## src/ssms_pkg.sv

```systemverilog
// ----------------------------------------------------------------------------
// ssms_pkg: shared definitions for the shared-buffer multi-stack unit
// Sizes, field widths, command codes and the request/response structs that
// pass between the stack controller and the memory engine.
// ----------------------------------------------------------------------------
package ssms_pkg;

  // Sizing
  localparam int DEPTH      = 64;
  localparam int NUM_STACKS = 4;
  localparam int DATA_W     = 32;
  localparam int SEL_W      = 2;
  localparam int FILL_W     = 7;

  localparam int ADDR_W = $clog2(DEPTH);
  localparam int PTR_W  = $clog2(DEPTH + 1);
  localparam int STK_W  = $clog2(NUM_STACKS);
  localparam int IDX_W  = $clog2(NUM_STACKS + 1);
  localparam int SLICE  = DEPTH / NUM_STACKS;

  typedef logic [PTR_W-1:0]  ptr_t;
  typedef logic [DATA_W-1:0] word_t;

  // Command codes of the input transaction
  localparam logic CMD_PUSH = 1'b0;
  localparam logic CMD_POP  = 1'b1;

  // Memory engine operations
  typedef enum logic [1:0] {
    MEM_READ    = 2'd0,
    MEM_WRITE   = 2'd1,
    MEM_MOVE_UP = 2'd2,
    MEM_MOVE_DN = 2'd3
  } mem_op_t;

  // addr: read/write address; for a move up the current stack end,
  // for a move down the current stack base. count: entries to move.
  typedef struct packed {
    logic    valid;
    mem_op_t op;
    ptr_t    addr;
    ptr_t    count;
    word_t   wdata;
  } mem_req_t;

  typedef struct packed {
    logic  done;
    word_t rdata;
  } mem_rsp_t;

endpackage

```

## src/ssms_mem_engine.sv

```systemverilog
// ----------------------------------------------------------------------------
// ssms_mem_engine: entry memory with a block move engine
// Holds the shared entry store and runs single reads, single writes and
// one-slot shifts of a whole stack, one entry moved per cycle.
// ----------------------------------------------------------------------------
module ssms_mem_engine
  import ssms_pkg::*;
(
  input  logic     clk,
  input  logic     rst_n,
  input  mem_req_t req,
  output mem_rsp_t rsp
);

  word_t mem [DEPTH];

  logic  active_r, active_nxt;
  logic  up_r, up_nxt;
  ptr_t  src_r, src_nxt;
  ptr_t  cnt_r, cnt_nxt;
  ptr_t  pdst_r, pdst_nxt;
  logic  pend_r, pend_nxt;
  logic  done_r, done_nxt;
  word_t rdata_r;

  logic  rd_en;
  ptr_t  rd_addr;
  logic  wr_en;
  ptr_t  wr_addr;
  word_t wr_data;

  // Sequence the move: read one source per cycle, write it in the next cycle
  always_comb begin
    active_nxt = active_r;
    up_nxt     = up_r;
    src_nxt    = src_r;
    cnt_nxt    = cnt_r;
    pdst_nxt   = pdst_r;
    pend_nxt   = 1'b0;
    done_nxt   = 1'b0;
    rd_en      = 1'b0;
    rd_addr    = src_r;
    wr_en      = 1'b0;
    wr_addr    = pdst_r;
    wr_data    = rdata_r;
    if (active_r) begin
      if (cnt_r != '0) begin
        rd_en    = 1'b1;
        rd_addr  = src_r;
        pend_nxt = 1'b1;
        pdst_nxt = up_r ? src_r + 1'b1 : src_r - 1'b1;
        src_nxt  = up_r ? src_r - 1'b1 : src_r + 1'b1;
        cnt_nxt  = cnt_r - 1'b1;
      end
      if (pend_r) begin
        wr_en   = 1'b1;
        wr_addr = pdst_r;
        wr_data = rdata_r;
      end
      if (cnt_r == '0 && !pend_r) begin
        active_nxt = 1'b0;
        done_nxt   = 1'b1;
      end
    end else if (req.valid) begin
      case (req.op)
        MEM_READ: begin
          rd_en    = 1'b1;
          rd_addr  = req.addr;
          done_nxt = 1'b1;
        end
        MEM_WRITE: begin
          wr_en   = 1'b1;
          wr_addr = req.addr;
          wr_data = req.wdata;
        end
        MEM_MOVE_UP: begin
          active_nxt = 1'b1;
          up_nxt     = 1'b1;
          src_nxt    = req.addr - 1'b1;
          cnt_nxt    = req.count;
        end
        MEM_MOVE_DN: begin
          active_nxt = 1'b1;
          up_nxt     = 1'b0;
          src_nxt    = req.addr;
          cnt_nxt    = req.count;
        end
        default: begin
        end
      endcase
    end
  end

  // Entry store: one write port, one registered read port
  always_ff @(posedge clk) begin
    if (wr_en) begin
      mem[wr_addr[ADDR_W-1:0]] <= wr_data;
    end
    if (rd_en) begin
      rdata_r <= mem[rd_addr[ADDR_W-1:0]];
    end
  end

  // Control state
  always_ff @(posedge clk) begin
    if (!rst_n) begin
      active_r <= 1'b0;
      pend_r   <= 1'b0;
      done_r   <= 1'b0;
    end else begin
      active_r <= active_nxt;
      pend_r   <= pend_nxt;
      done_r   <= done_nxt;
    end
  end

  // Move bookkeeping
  always_ff @(posedge clk) begin
    up_r   <= up_nxt;
    src_r  <= src_nxt;
    cnt_r  <= cnt_nxt;
    pdst_r <= pdst_nxt;
  end

  assign rsp = '{done: done_r, rdata: rdata_r};

`ifndef SYNTHESIS
  a_req_when_idle: assert property (@(posedge clk) disable iff (!rst_n)
    req.valid |-> !active_r)
    else $error("memory request issued while a move is running");

  a_pend_in_move: assert property (@(posedge clk) disable iff (!rst_n)
    pend_r |-> active_r)
    else $error("pending move write outside a move");

  a_move_finish: assert property (@(posedge clk) disable iff (!rst_n)
    (active_r && cnt_r == '0 && !pend_r) |=> (done_r && !active_r))
    else $error("drained move did not complete");
`endif

endmodule

```

## src/shared_buffer_multi_stack_unit.sv

```systemverilog
// ----------------------------------------------------------------------------
// shared_buffer_multi_stack_unit: several LIFO stacks in one entry memory
// Each transaction pushes to or pops from one stack; a push to a full stack
// first shifts neighboring stacks to make room.
// ----------------------------------------------------------------------------
// A transaction is taken when start is high and busy is low; its result
// appears on the out_ ports for one cycle with out_valid, and the receiver
// cannot stall it. A push to a stack with room and an operation on a stack
// index out of range finish in the decode state, a pop once the memory read
// returns. A push to a full stack walks the stacks above it and then, if it
// is still full, the stacks from 1 up to itself, shifting each that can move
// by one slot; each shifted stack is moved entry by entry through the
// single memory move engine. After reset the stacks are empty and the
// unit is ready at once.
// ----------------------------------------------------------------------------
module shared_buffer_multi_stack_unit
  import ssms_pkg::*;
(
  input  logic                     clk,
  input  logic                     rst_n,
  input  logic                     start,
  output logic                     busy,
  input  logic                     in_cmd,
  input  logic [SEL_W-1:0]         in_stack_sel,
  input  logic signed [DATA_W-1:0] in_push_value,
  output logic                     out_valid,
  output logic                     out_ok,
  output logic signed [DATA_W-1:0] out_popped_value,
  output logic [FILL_W-1:0]        out_stack_fill,
  output logic [FILL_W-1:0]        out_total_fill
);

  typedef enum logic [7:0] {
    S_IDLE    = 8'b0000_0001,
    S_EXEC    = 8'b0000_0010,
    S_UP      = 8'b0000_0100,
    S_UP_WAIT = 8'b0000_1000,
    S_DN      = 8'b0001_0000,
    S_DN_WAIT = 8'b0010_0000,
    S_RD_WAIT = 8'b0100_0000,
    S_PUSH    = 8'b1000_0000
  } state_t;

  state_t state_r, state_nxt;

  ptr_t base_r [NUM_STACKS];
  ptr_t base_nxt [NUM_STACKS];
  ptr_t end_r [NUM_STACKS];
  ptr_t end_nxt [NUM_STACKS];
  ptr_t up_bound [NUM_STACKS];
  logic [NUM_STACKS-1:0] full;
  ptr_t total_r, total_nxt;

  logic             cmd_r;
  logic [STK_W-1:0] sel_r;
  logic             sel_ok_r;
  word_t            val_r;
  logic [IDX_W-1:0] idx_r, idx_nxt;

  logic [STK_W-1:0] idx_s;
  logic [IDX_W-1:0] idx_dec;
  logic [STK_W-1:0] idx_m1;
  ptr_t             sel_base;
  ptr_t             sel_end;
  logic             sel_full;
  logic             sel_empty;

  mem_req_t req;
  mem_rsp_t rsp;

  logic  push_try;
  logic  emit;
  logic  emit_ok;
  word_t emit_val;
  ptr_t  emit_fill;

  logic              out_valid_r;
  logic              out_ok_r;
  word_t             out_popped_r;
  logic [FILL_W-1:0] out_stack_fill_r;
  logic [FILL_W-1:0] out_total_fill_r;

  // Upper bound and full flag of every stack
  always_comb begin
    for (int i = 0; i < NUM_STACKS - 1; i++) begin
      up_bound[i] = base_r[i+1];
    end
    up_bound[NUM_STACKS-1] = PTR_W'(DEPTH);
    for (int i = 0; i < NUM_STACKS; i++) begin
      full[i] = end_r[i] >= up_bound[i];
    end
  end

  // Selected stack and sweep index views
  assign idx_s     = idx_r[STK_W-1:0];
  assign idx_dec   = idx_r - 1'b1;
  assign idx_m1    = idx_dec[STK_W-1:0];
  assign sel_base  = base_r[sel_r];
  assign sel_end   = end_r[sel_r];
  assign sel_full  = full[sel_r];
  assign sel_empty = sel_end == sel_base;

  // Sequencer: decode, sweep up, sweep down, finish push or pop
  always_comb begin
    state_nxt = state_r;
    base_nxt  = base_r;
    end_nxt   = end_r;
    total_nxt = total_r;
    idx_nxt   = idx_r;
    req       = '0;
    push_try  = 1'b0;
    emit      = 1'b0;
    emit_ok   = 1'b0;
    emit_val  = '0;
    case (state_r)
      S_IDLE: begin
        if (start) begin
          state_nxt = S_EXEC;
        end
      end
      S_EXEC: begin
        if (!sel_ok_r) begin
          emit      = 1'b1;
          state_nxt = S_IDLE;
        end else if (cmd_r == CMD_POP) begin
          if (sel_empty) begin
            emit      = 1'b1;
            state_nxt = S_IDLE;
          end else begin
            end_nxt[sel_r] = sel_end - 1'b1;
            total_nxt      = total_r - 1'b1;
            req.valid      = 1'b1;
            req.op         = MEM_READ;
            req.addr       = sel_end - 1'b1;
            state_nxt      = S_RD_WAIT;
          end
        end else if (!sel_full) begin
          push_try = 1'b1;
        end else begin
          idx_nxt   = IDX_W'(NUM_STACKS - 1);
          state_nxt = S_UP;
        end
      end
      S_UP: begin
        if (idx_r > IDX_W'(sel_r)) begin
          if (!full[idx_s]) begin
            req.valid       = 1'b1;
            req.op          = MEM_MOVE_UP;
            req.addr        = end_r[idx_s];
            req.count       = end_r[idx_s] - base_r[idx_s];
            base_nxt[idx_s] = base_r[idx_s] + 1'b1;
            end_nxt[idx_s]  = end_r[idx_s] + 1'b1;
            state_nxt       = S_UP_WAIT;
          end else begin
            idx_nxt = idx_dec;
          end
        end else if (sel_full) begin
          idx_nxt   = IDX_W'(1);
          state_nxt = S_DN;
        end else begin
          state_nxt = S_PUSH;
        end
      end
      S_UP_WAIT: begin
        if (rsp.done) begin
          idx_nxt   = idx_dec;
          state_nxt = S_UP;
        end
      end
      S_DN: begin
        if (idx_r <= IDX_W'(sel_r)) begin
          if (end_r[idx_m1] < base_r[idx_s]) begin
            req.valid       = 1'b1;
            req.op          = MEM_MOVE_DN;
            req.addr        = base_r[idx_s];
            req.count       = end_r[idx_s] - base_r[idx_s];
            base_nxt[idx_s] = base_r[idx_s] - 1'b1;
            end_nxt[idx_s]  = end_r[idx_s] - 1'b1;
            state_nxt       = S_DN_WAIT;
          end else begin
            idx_nxt = idx_r + 1'b1;
          end
        end else begin
          state_nxt = S_PUSH;
        end
      end
      S_DN_WAIT: begin
        if (rsp.done) begin
          idx_nxt   = idx_r + 1'b1;
          state_nxt = S_DN;
        end
      end
      S_RD_WAIT: begin
        if (rsp.done) begin
          emit      = 1'b1;
          emit_ok   = 1'b1;
          emit_val  = rsp.rdata;
          state_nxt = S_IDLE;
        end
      end
      S_PUSH: begin
        push_try = 1'b1;
      end
      default: begin
        state_nxt = S_IDLE;
      end
    endcase

    // Store the pushed value if the stack has room, else fail
    if (push_try) begin
      emit      = 1'b1;
      state_nxt = S_IDLE;
      if (!sel_full) begin
        req.valid      = 1'b1;
        req.op         = MEM_WRITE;
        req.addr       = sel_end;
        req.wdata      = val_r;
        end_nxt[sel_r] = sel_end + 1'b1;
        total_nxt      = total_r + 1'b1;
        emit_ok        = 1'b1;
      end
    end
  end

  assign emit_fill = sel_ok_r ? end_nxt[sel_r] - base_r[sel_r] : '0;

  // Control state and stack pointers
  always_ff @(posedge clk) begin
    if (!rst_n) begin
      state_r     <= S_IDLE;
      total_r     <= '0;
      out_valid_r <= 1'b0;
      for (int i = 0; i < NUM_STACKS; i++) begin
        base_r[i] <= PTR_W'(i * SLICE);
        end_r[i]  <= PTR_W'(i * SLICE);
      end
    end else begin
      state_r     <= state_nxt;
      total_r     <= total_nxt;
      out_valid_r <= emit;
      base_r      <= base_nxt;
      end_r       <= end_nxt;
    end
  end

  // Capture the transaction, advance the sweep index, hold the result
  always_ff @(posedge clk) begin
    if (state_r == S_IDLE && start) begin
      cmd_r    <= in_cmd;
      sel_r    <= STK_W'(in_stack_sel);
      sel_ok_r <= int'(in_stack_sel) < NUM_STACKS;
      val_r    <= in_push_value;
    end
    idx_r <= idx_nxt;
    if (emit) begin
      out_ok_r         <= emit_ok;
      out_popped_r     <= emit_val;
      out_stack_fill_r <= FILL_W'(emit_fill);
      out_total_fill_r <= FILL_W'(total_nxt);
    end
  end

  ssms_mem_engine u_mem (
    .clk   (clk),
    .rst_n (rst_n),
    .req   (req),
    .rsp   (rsp)
  );

  assign busy             = state_r != S_IDLE;
  assign out_valid        = out_valid_r;
  assign out_ok           = out_ok_r;
  assign out_popped_value = out_popped_r;
  assign out_stack_fill   = out_stack_fill_r;
  assign out_total_fill   = out_total_fill_r;

`ifndef SYNTHESIS
  for (genvar g = 0; g < NUM_STACKS; g++) begin : g_layout_chk
    a_layout: assert property (@(posedge clk) disable iff (!rst_n)
      base_r[g] <= end_r[g] && end_r[g] <= up_bound[g])
      else $error("stack pointers out of order");
  end

  a_total_bound: assert property (@(posedge clk) disable iff (!rst_n)
    total_r <= PTR_W'(DEPTH))
    else $error("total fill exceeds memory depth");

  a_done_expected: assert property (@(posedge clk) disable iff (!rst_n)
    rsp.done |-> (state_r == S_UP_WAIT || state_r == S_DN_WAIT ||
                  state_r == S_RD_WAIT))
    else $error("memory engine finished while nothing was waiting");

  a_fail_no_data: assert property (@(posedge clk) disable iff (!rst_n)
    (out_valid && !out_ok) |-> out_popped_value == '0)
    else $error("failed transaction returned data");
`endif

endmodule

```

## config.mk

```make
export PLATFORM = sky130hd
export DESIGN_NAME = shared_buffer_multi_stack_unit
export DESIGN_NICKNAME = d
export VERILOG_FILES = /design/src/ssms_pkg.sv /design/src/ssms_mem_engine.sv /design/src/shared_buffer_multi_stack_unit.sv
export SDC_FILE = /design/constraint.sdc
export NUM_CORES = 2
export LEC_CHECK = 0
export CAP_MARGIN = 10
export CORE_UTILIZATION = 50
export CTS_CLUSTER_SIZE = 16
export DETAILED_ROUTE_END_ITERATION = 8
export DONT_BUFFER_PORTS = 1
export HOLD_SLACK_MARGIN = 0.1
export PLACE_DENSITY_LB_ADDON = 0.3
export SLEW_MARGIN = 20
export SYNTH_ARGS = -nofsm -noshare
export SYNTH_HDL_FRONTEND = slang
export SYNTH_SLANG_ARGS = --single-unit
```

## constraint.sdc

```tcl
create_clock -name clk -period 7.5 [get_ports clk]
set_input_delay 1.5 -clock clk [delete_from_list [all_inputs] [get_ports clk]]
set_output_delay 1.5 -clock clk [all_outputs]
set_load 0.02 [all_outputs]
```

# After elaboration in Yosys (flattened, before gate mapping)

Memories as Yosys holds them, arrays and structs flattened. A register that Yosys moved wholly into a read port is not among the register bits.
Index checks and enable logic that the tools add are counted.

Flip-flop bits (word level): 181
RAM bits: 2,048
Input bits: 38
Output and inout port bits: 49
Memories kept: 1

Add/sub/neg operators: 16
Order comparisons: 14
Equal/unequal tests: 30
Multiplexer cells: 133
Bitwise operators: 6
Reduce and logical (&&, ||, !) cells: 25

Memories:

| name      | words | bits a word | read ports | clocked after memory_dff | wr ports | line                  | text |
|---|---|---|---|---|---|---|---|
| u_mem.mem | 64    | 32          | 1          | 1                        | 1        | ssms_mem_engine.sv:15 | `word_t mem [DEPTH];` |

Operators by type and width:

| kind                                             | number |
|---|---|
| two-way mux 28 bit                               | 12 |
| two-way mux 7 bit                                | 28 |
| bitwise mux 28 bit                               | 6 |
| two-way mux 32 bit                               | 5 |
| two-way mux 8 bit                                | 11 |
| binary-select mux 7 bit (select 2 bit)           | 6 |
| case mux 28 bit (3 select lines)                 | 1 |
| two-way mux 17 bit                               | 4 |
| case mux 8 bit (8 select lines)                  | 1 |
| case mux 28 bit (2 select lines)                 | 1 |
| subtractor 7 x 1 -> 7 bit, second input constant | 7 |
| two-way mux 6 bit                                | 7 |
| two-way mux 10 bit                               | 4 |
| adder 7 x 1 -> 7 bit, second input constant      | 5 |
| case mux 10 bit (3 select lines)                 | 1 |
| demux 7 bit (select 2 bit)                       | 2 |
| case mux 7 bit (2 select lines)                  | 2 |
| two-way mux 1 bit                                | 27 |
| two-way mux 3 bit                                | 9 |
| greater-or-equal comparator 7 bit                | 3 |
| inequality test 2 bit, second input constant     | 9 |
| inequality test 3 bit, second input constant     | 5 |
| case mux 3 bit (5 select lines)                  | 1 |
| subtractor 7 bit                                 | 2 |
| other kinds (40)                                 | 65 |

# Longest topological paths before layout

Depth after elaboration: 17
Mapped depth: 27
Gate-level depth less buffers: 24

# Modules after synthesis

Synthesis repeated with hierarchy kept, for this count alone.

Cell total of the unflattened synthesis: 6,702
Area, all modules: 93,251.9 um^2

Modules (own cells, without submodules):

| module                         | times used | cells each | area an instance (um^2) | seq. area each (um^2) |
|---|---|---|---|---|
| ssms_mem_engine                | 1          | 5,498      | 82,158.8                | 63,120.5 |
| shared_buffer_multi_stack_unit | 1          | 1,204      | 11,093.1                | 3,993.8 |

# Least setup slack after synthesis

Ideal clock, no wire load.

Path kind: register -> register
From: register idx_r[0]
To: register out_stack_fill_r[6], in the netlist out_stack_fill[6] (data pin)
Setup time: 260 ps
Arrival time: 6,002 ps
Data required time: 7,240 ps
Setup slack: 1,238 ps
Stages on the path, launching flop included: 26
Buffers on the path: 4
Cells stage by stage: edfxtp_1 > buf_2 > buf_1 > buf_1 > mux4_2 > inv_1 > ha_1 > a21o_1 > a21oi_1 > o21ai_2 > a211oi_2 > a21oi_1 > clkbuf_1 > o2111ai_1 > a22oi_1 > o32a_1 > mux4_2 > ha_1 > fa_1 > inv_1 > a21oi_1 > o21bai_1 > a21o_1 > a21oi_1 > xnor2_1 > xnor2_1

Word-level cells in the longest chain between the ends: 16
Elaborated cells between the ends (all ways): 38
Those cells by class: add/sub (4); order compare (5); mux (26); bitwise (2); reduce/logical (1)

RTL lines:

| item                                                               | line                                                                                                                | text |
|---|---|---|
| from (decl)                                                        | shared_buffer_multi_stack_unit.sv:58                                                                                | `logic [IDX_W-1:0] idx_r, idx_nxt;` |
| from (signal assigned)                                             | shared_buffer_multi_stack_unit.sv:254                                                                               | `idx_r <= idx_nxt;` |
| subtractor 3 x 1 -> 3 bit / NOT 2 -> 3 bit (equally long branches) | -                                                                                                                   |  |
| NOT 2 -> 3 bit (not written as such) (tied with other cells)       | shared_buffer_multi_stack_unit.sv:172                                                                               | `if (end_r[idx_m1] < base_r[idx_s]) begin` |
| binary-select mux 7 bit (select 2 bit) (tied with other cells)     | shared_buffer_multi_stack_unit.sv:172                                                                               |  |
| two-way mux 7 bit (on tied branches)                               | shared_buffer_multi_stack_unit.sv:172, shared_buffer_multi_stack_unit.sv:152, shared_buffer_multi_stack_unit.sv:178 |  |
| two-way mux 7 bit (not written as such) (tied with other cells)    | shared_buffer_multi_stack_unit.sv:172                                                                               |  |
| less-than comparator 7 bit (tied with other cells)                 | shared_buffer_multi_stack_unit.sv:172                                                                               |  |
| two-way mux 28 bit (on tied branches)                              | shared_buffer_multi_stack_unit.sv:172, shared_buffer_multi_stack_unit.sv:146                                        |  |
| two-way mux 28 bit (on tied branches)                              | shared_buffer_multi_stack_unit.sv:171, shared_buffer_multi_stack_unit.sv:145                                        |  |
| case mux 28 bit (3 select lines) *                                 | shared_buffer_multi_stack_unit.sv:115                                                                               | `case (state_r)` |
| bitwise mux 28 bit                                                 | shared_buffer_multi_stack_unit.sv:218                                                                               | `end_nxt[sel_r] = sel_end + 1'b1;` |
| two-way mux 28 bit                                                 | shared_buffer_multi_stack_unit.sv:213                                                                               | `if (!sel_full) begin` |
| two-way mux 28 bit *                                               | shared_buffer_multi_stack_unit.sv:210                                                                               | `if (push_try) begin` |
| binary-select mux 7 bit (select 2 bit) *                           | shared_buffer_multi_stack_unit.sv:225                                                                               | `assign emit_fill = sel_ok_r ? end_nxt[sel_r] - base_r[sel_r] : '0;` |
| two-way mux 7 bit (not written as such) * (2 in a row)             | shared_buffer_multi_stack_unit.sv:225                                                                               |  |
| subtractor 7 bit *                                                 | shared_buffer_multi_stack_unit.sv:225                                                                               |  |
| to (signal assigned)                                               | shared_buffer_multi_stack_unit.sv:258                                                                               | `out_stack_fill_r <= FILL_W'(emit_fill);` |
| to (decl)                                                          | shared_buffer_multi_stack_unit.sv:80                                                                                | `logic [FILL_W-1:0] out_stack_fill_r;` |

Every way passes the cells marked *; elsewhere a longest branch is shown, timed or not. The select of a mux whose other input is x is not followed.
A chain may end at the register's enable or synchronous reset.

# Worst setup path after layout

From: register end_r[7] (netlist bit)
To: register u_mem.rdata_r[8], read port of u_mem.mem (data pin)

Word-level cells in the longest chain between the ends: 13
Elaborated cells between the ends (all ways): 36
Those cells by class: add/sub (1); order compare (2); eq/ne (1); mux (31); reduce/logical (1)

RTL lines:

| item                                                          | line                                  | text |
|---|---|---|
| from (decl)                                                   | shared_buffer_multi_stack_unit.sv:48  | `ptr_t end_r [NUM_STACKS];` |
| from (signal, indexed assignment)                             | shared_buffer_multi_stack_unit.sv:235 | `end_r[i] <= PTR_W'(i * SLICE);` |
| from (signal assigned)                                        | shared_buffer_multi_stack_unit.sv:242 | `end_r <= end_nxt;` |
| binary-select mux 7 bit (select 2 bit)                        | shared_buffer_multi_stack_unit.sv:172 |  |
| two-way mux 7 bit (not written as such) (2 in a row)          | shared_buffer_multi_stack_unit.sv:172 |  |
| less-than comparator 7 bit                                    | shared_buffer_multi_stack_unit.sv:172 |  |
| two-way mux 17 bit                                            | shared_buffer_multi_stack_unit.sv:172 |  |
| two-way mux 17 bit                                            | shared_buffer_multi_stack_unit.sv:171 | `if (idx_r <= IDX_W'(sel_r)) begin` |
| case mux 10 bit (3 select lines)                              | shared_buffer_multi_stack_unit.sv:115 |  |
| two-way mux 10 bit                                            | shared_buffer_multi_stack_unit.sv:213 |  |
| two-way mux 10 bit *                                          | shared_buffer_multi_stack_unit.sv:210 |  |
| logical NOT 2 bit                                             | ssms_mem_engine.sv:65                 | `case (req.op)` |
| two-way mux 6 bit / two-way mux 1 bit (equally long branches) | ssms_mem_engine.sv:65                 |  |
| two-way mux 6 bit / two-way mux 1 bit (equally long branches) | ssms_mem_engine.sv:64                 | `end else if (req.valid) begin` |
| two-way mux 6 bit / two-way mux 1 bit (equally long branches) | ssms_mem_engine.sv:46                 | `if (active_r) begin` |
| to (decl)                                                     | ssms_mem_engine.sv:24                 | `word_t rdata_r;` |

Marks and branches as above.

==> run metrics <==
outcome completed; Post-Place Setup Slack 994 ps; clk sinks 2260; GR Util met2 50.3%; CTS clk-pin slew, worst paths 60 ps; Syn Nets 7244; vias post-DR 63900; gp weighted congestion 0.967; CTS tree built; setup violators final 0; Initial Utilization 50.5%; met1 usage 44.2%; Achievable Freq 149 MHz; RSZ-0062 raised after global routing false; global-route wire length before repair 442 mm; H-tree levels 4; Clock Skews 57.8 ps; Final Hold Fails 0; initial antenna violation count 18; Core Area 186000 sq um; die width 435 um; met3 Use GR 6.66%; Worst Setup End Kind register; Seq/Total Area, Yosys 71.6%; Post-Synthesis Cells 7146; die area 189000 sq um; vias in the first global route 59600; CP arrival 7460 ps; Reg2Reg Launch Point end_r[7]; R2R Setup Slk 800 ps; max-capacitance violation count 0; finished layout cell area 106000 sq um; Max IR drop VDD 0.346 mV; Synth Flop Type edfxtp_1; DR iter-0 viols 9928; critical path startpoint category register; largest net degree at the start of global routing 111; routed len/inst 31.5 um; # IOs 87; Top Usage Layer GRT met2; fin crit share 89.3%; Yosys cell types 95; PwrDens 280 nW/um^2; CP max FO 14; vias per inst 6.45; CP Data Required Time 8260 ps; Slew @ Worst Pin 1230 ps; layout cells sized above 1 10.9%; top-count cell post-synth edfxtp_1; clk root buf clkbuf_16; hold-fix buffers at CTS 0; max incr delay on CP 890 ps; Setup Total Neg Slack 0 ps; DRC violations left 0; Post-synth EDFFs 2185; commonest cells in the netlist edfxtp_1 (2185), nand2_1 (1842), nand3_1 (714), nor2_1 (274), mux2i_1 (220); FF-to-FF End u_mem.rdata_r[8]; Worst Hold End base_r[24]; post-synth top area cell edfxtp_1; first drt pass iteration count 6; Post-CTS Setup Inserts 0; Cell Area, Synth 93800 sq um; Synth Warn # 0; drt total wl 313 mm; port bufs 0; Crit-path slowest cell a2bb2oi_2; Die H 435 um; CP Cell Sequence inv_1 -> ha_1 -> nor2b_1 -> o21ai_1 -> a211oi_2 -> buf_4 -> o21ai_1 -> nor3_2 -> buf_4 -> a221oi_2 -> a2bb2oi_2 -> and2_1 -> buf_4 -> a32oi_1 -> o22ai_1 -> or4_1; DP HPWL 188 mm; Synth area leaders edfxtp_1 (70%), nand2_1 (7.4%), nand3_1 (3.8%), mux2i_1 (2.3%), dfxtp_1 (1.6%); Area after DPL 98700 sq um; synthesized area per cell 13.1 sq um; asr flop ratio synth 0%; clock buffer depth 3; Min Clock Period, post-route 6700 ps; Yosys top cell area share 70.0%; Crit Path Category reg2reg; FF+latch count, synth 2260; Syn-to-layout area delta 12.9%; hold path depth 2; worst hold start base_r[24]; fin nets 7341; PostCTS Resize Cnt 0; fin util 56.9%; Rows 158; Max-slew headroom 17.4%; Antenna Nets Post-Route 0; Final WS setup 799 ps; fill cell count 14600; max-slew violation count 0; Clock Latency Late Sink 910 ps; Total GRT Usage 32.4%; Leak 36.0 nW; most used cell along the critical path buf_4; global route overflow 0; worst min path class reg2reg; R2R cell count 16; total CTS buffers 223
critical path, delay by kind of cell (launching register included):
family          cells  cell delay, ps
compound gates      7            3330
fa+ha+maj           1             290
buf+inv             4             960
flops               1             590
simple gates        4            1380
final cells by class:
cell class | count | area, sq um | share of cell area (%)
clock buffer | 281 | 5880 | 5.56
antenna | 8 | 20.0 | 0.0189
tap | 2480 | 3100 | 2.93
multi-input combinational | 4384 | 25200 | 23.8
sequential | 2260 | 67100 | 63.4
clock inverter | 133 | 1200 | 1.13
timing repair buffer | 308 | 3080 | 2.91
inverter | 66 | 248 | 0.234
state kept, by name, indices dropped and copies added, names as in the netlist, 8 cells and up:
register	count
out_popped_value	32
state_r	8
end_r	28
val_r	32
u_mem.rdata_r	32
u_mem.mem	2048
base_r	28
cells by family (layout without fill, tap and decap cells):
family	Yosys count	in the layout	synth area share (%)
and+or+nand+nor	3153	3153	14.5
DFF	2260	2260	71.6
AOI/OAI and AO/OA	841	841	6.68
buffers and inverters	502	788	2.41
muxes	261	261	3.32
xor gates and xnor gates	69	69	0.653
adders and majority gates	60	60	0.817
other	0	8	0
how the worst max path moves through the flow:
stage / startpoint / to / cells after the start
2_1_floorplan: idx_r[0] / out_stack_fill[6] / 25
3_3_place_gp: idx_r[0] / u_mem.rdata_r[1] / 19
3_5_place_dp: end_r[7] / u_mem.rdata_r[8] / 16
4_1_cts: end_r[7] / u_mem.rdata_r[8] / 16
5_1_grt: end_r[7] / u_mem.rdata_r[8] / 16
6_report: end_r[7] / u_mem.rdata_r[8] / 16
metal layers:
metal	share of wire [%]	vias up	wire, um
met5	0.023	-	72
met4	5.0	12	15800
met3	11	730	35600
met2	46	4416	143000
met1	38	31900	118000
li1	-	26900	-
where the power goes:
part	switching, mW	internal (mW)	leakage [nW]
clock network	4.88	5.99	3.42
logic	3.14	1.17	12.3
registers	0.137	14.3	20.3
total	8.16	21.4	36.0
through the flow:
step	power, mW	hold slack [ps]	instances
6_report	29.6	485	9920
5_1_grt	30.3	500	9914
4_1_cts	29.5	485	9912
3_5_place_dp	18.9	472	9498
3_3_place_gp	18.8	464	9495
2_1_floorplan	17.1	439	7146
placed cells by master (no fill, tap or decap), drive strengths merged, types with 20 or more instances in the layout:
master	n
edfxtp	2185
nand2	1842
nand3	715
buf	308
clkbuf	281
nor2	274
mux2i	220
a21oi	162
a32oi	126
clkinv	109
a31oi	103
a221oi	84
and3	79
o21ai	77
dfxtp	75
inv	72
and2	69
nand4	59
ha	58
xnor2	54
o22ai	44
mux4	40
a32o	31
a221o	31
a311oi	27
nor3	20
Power figures use the tool's default switching activity.
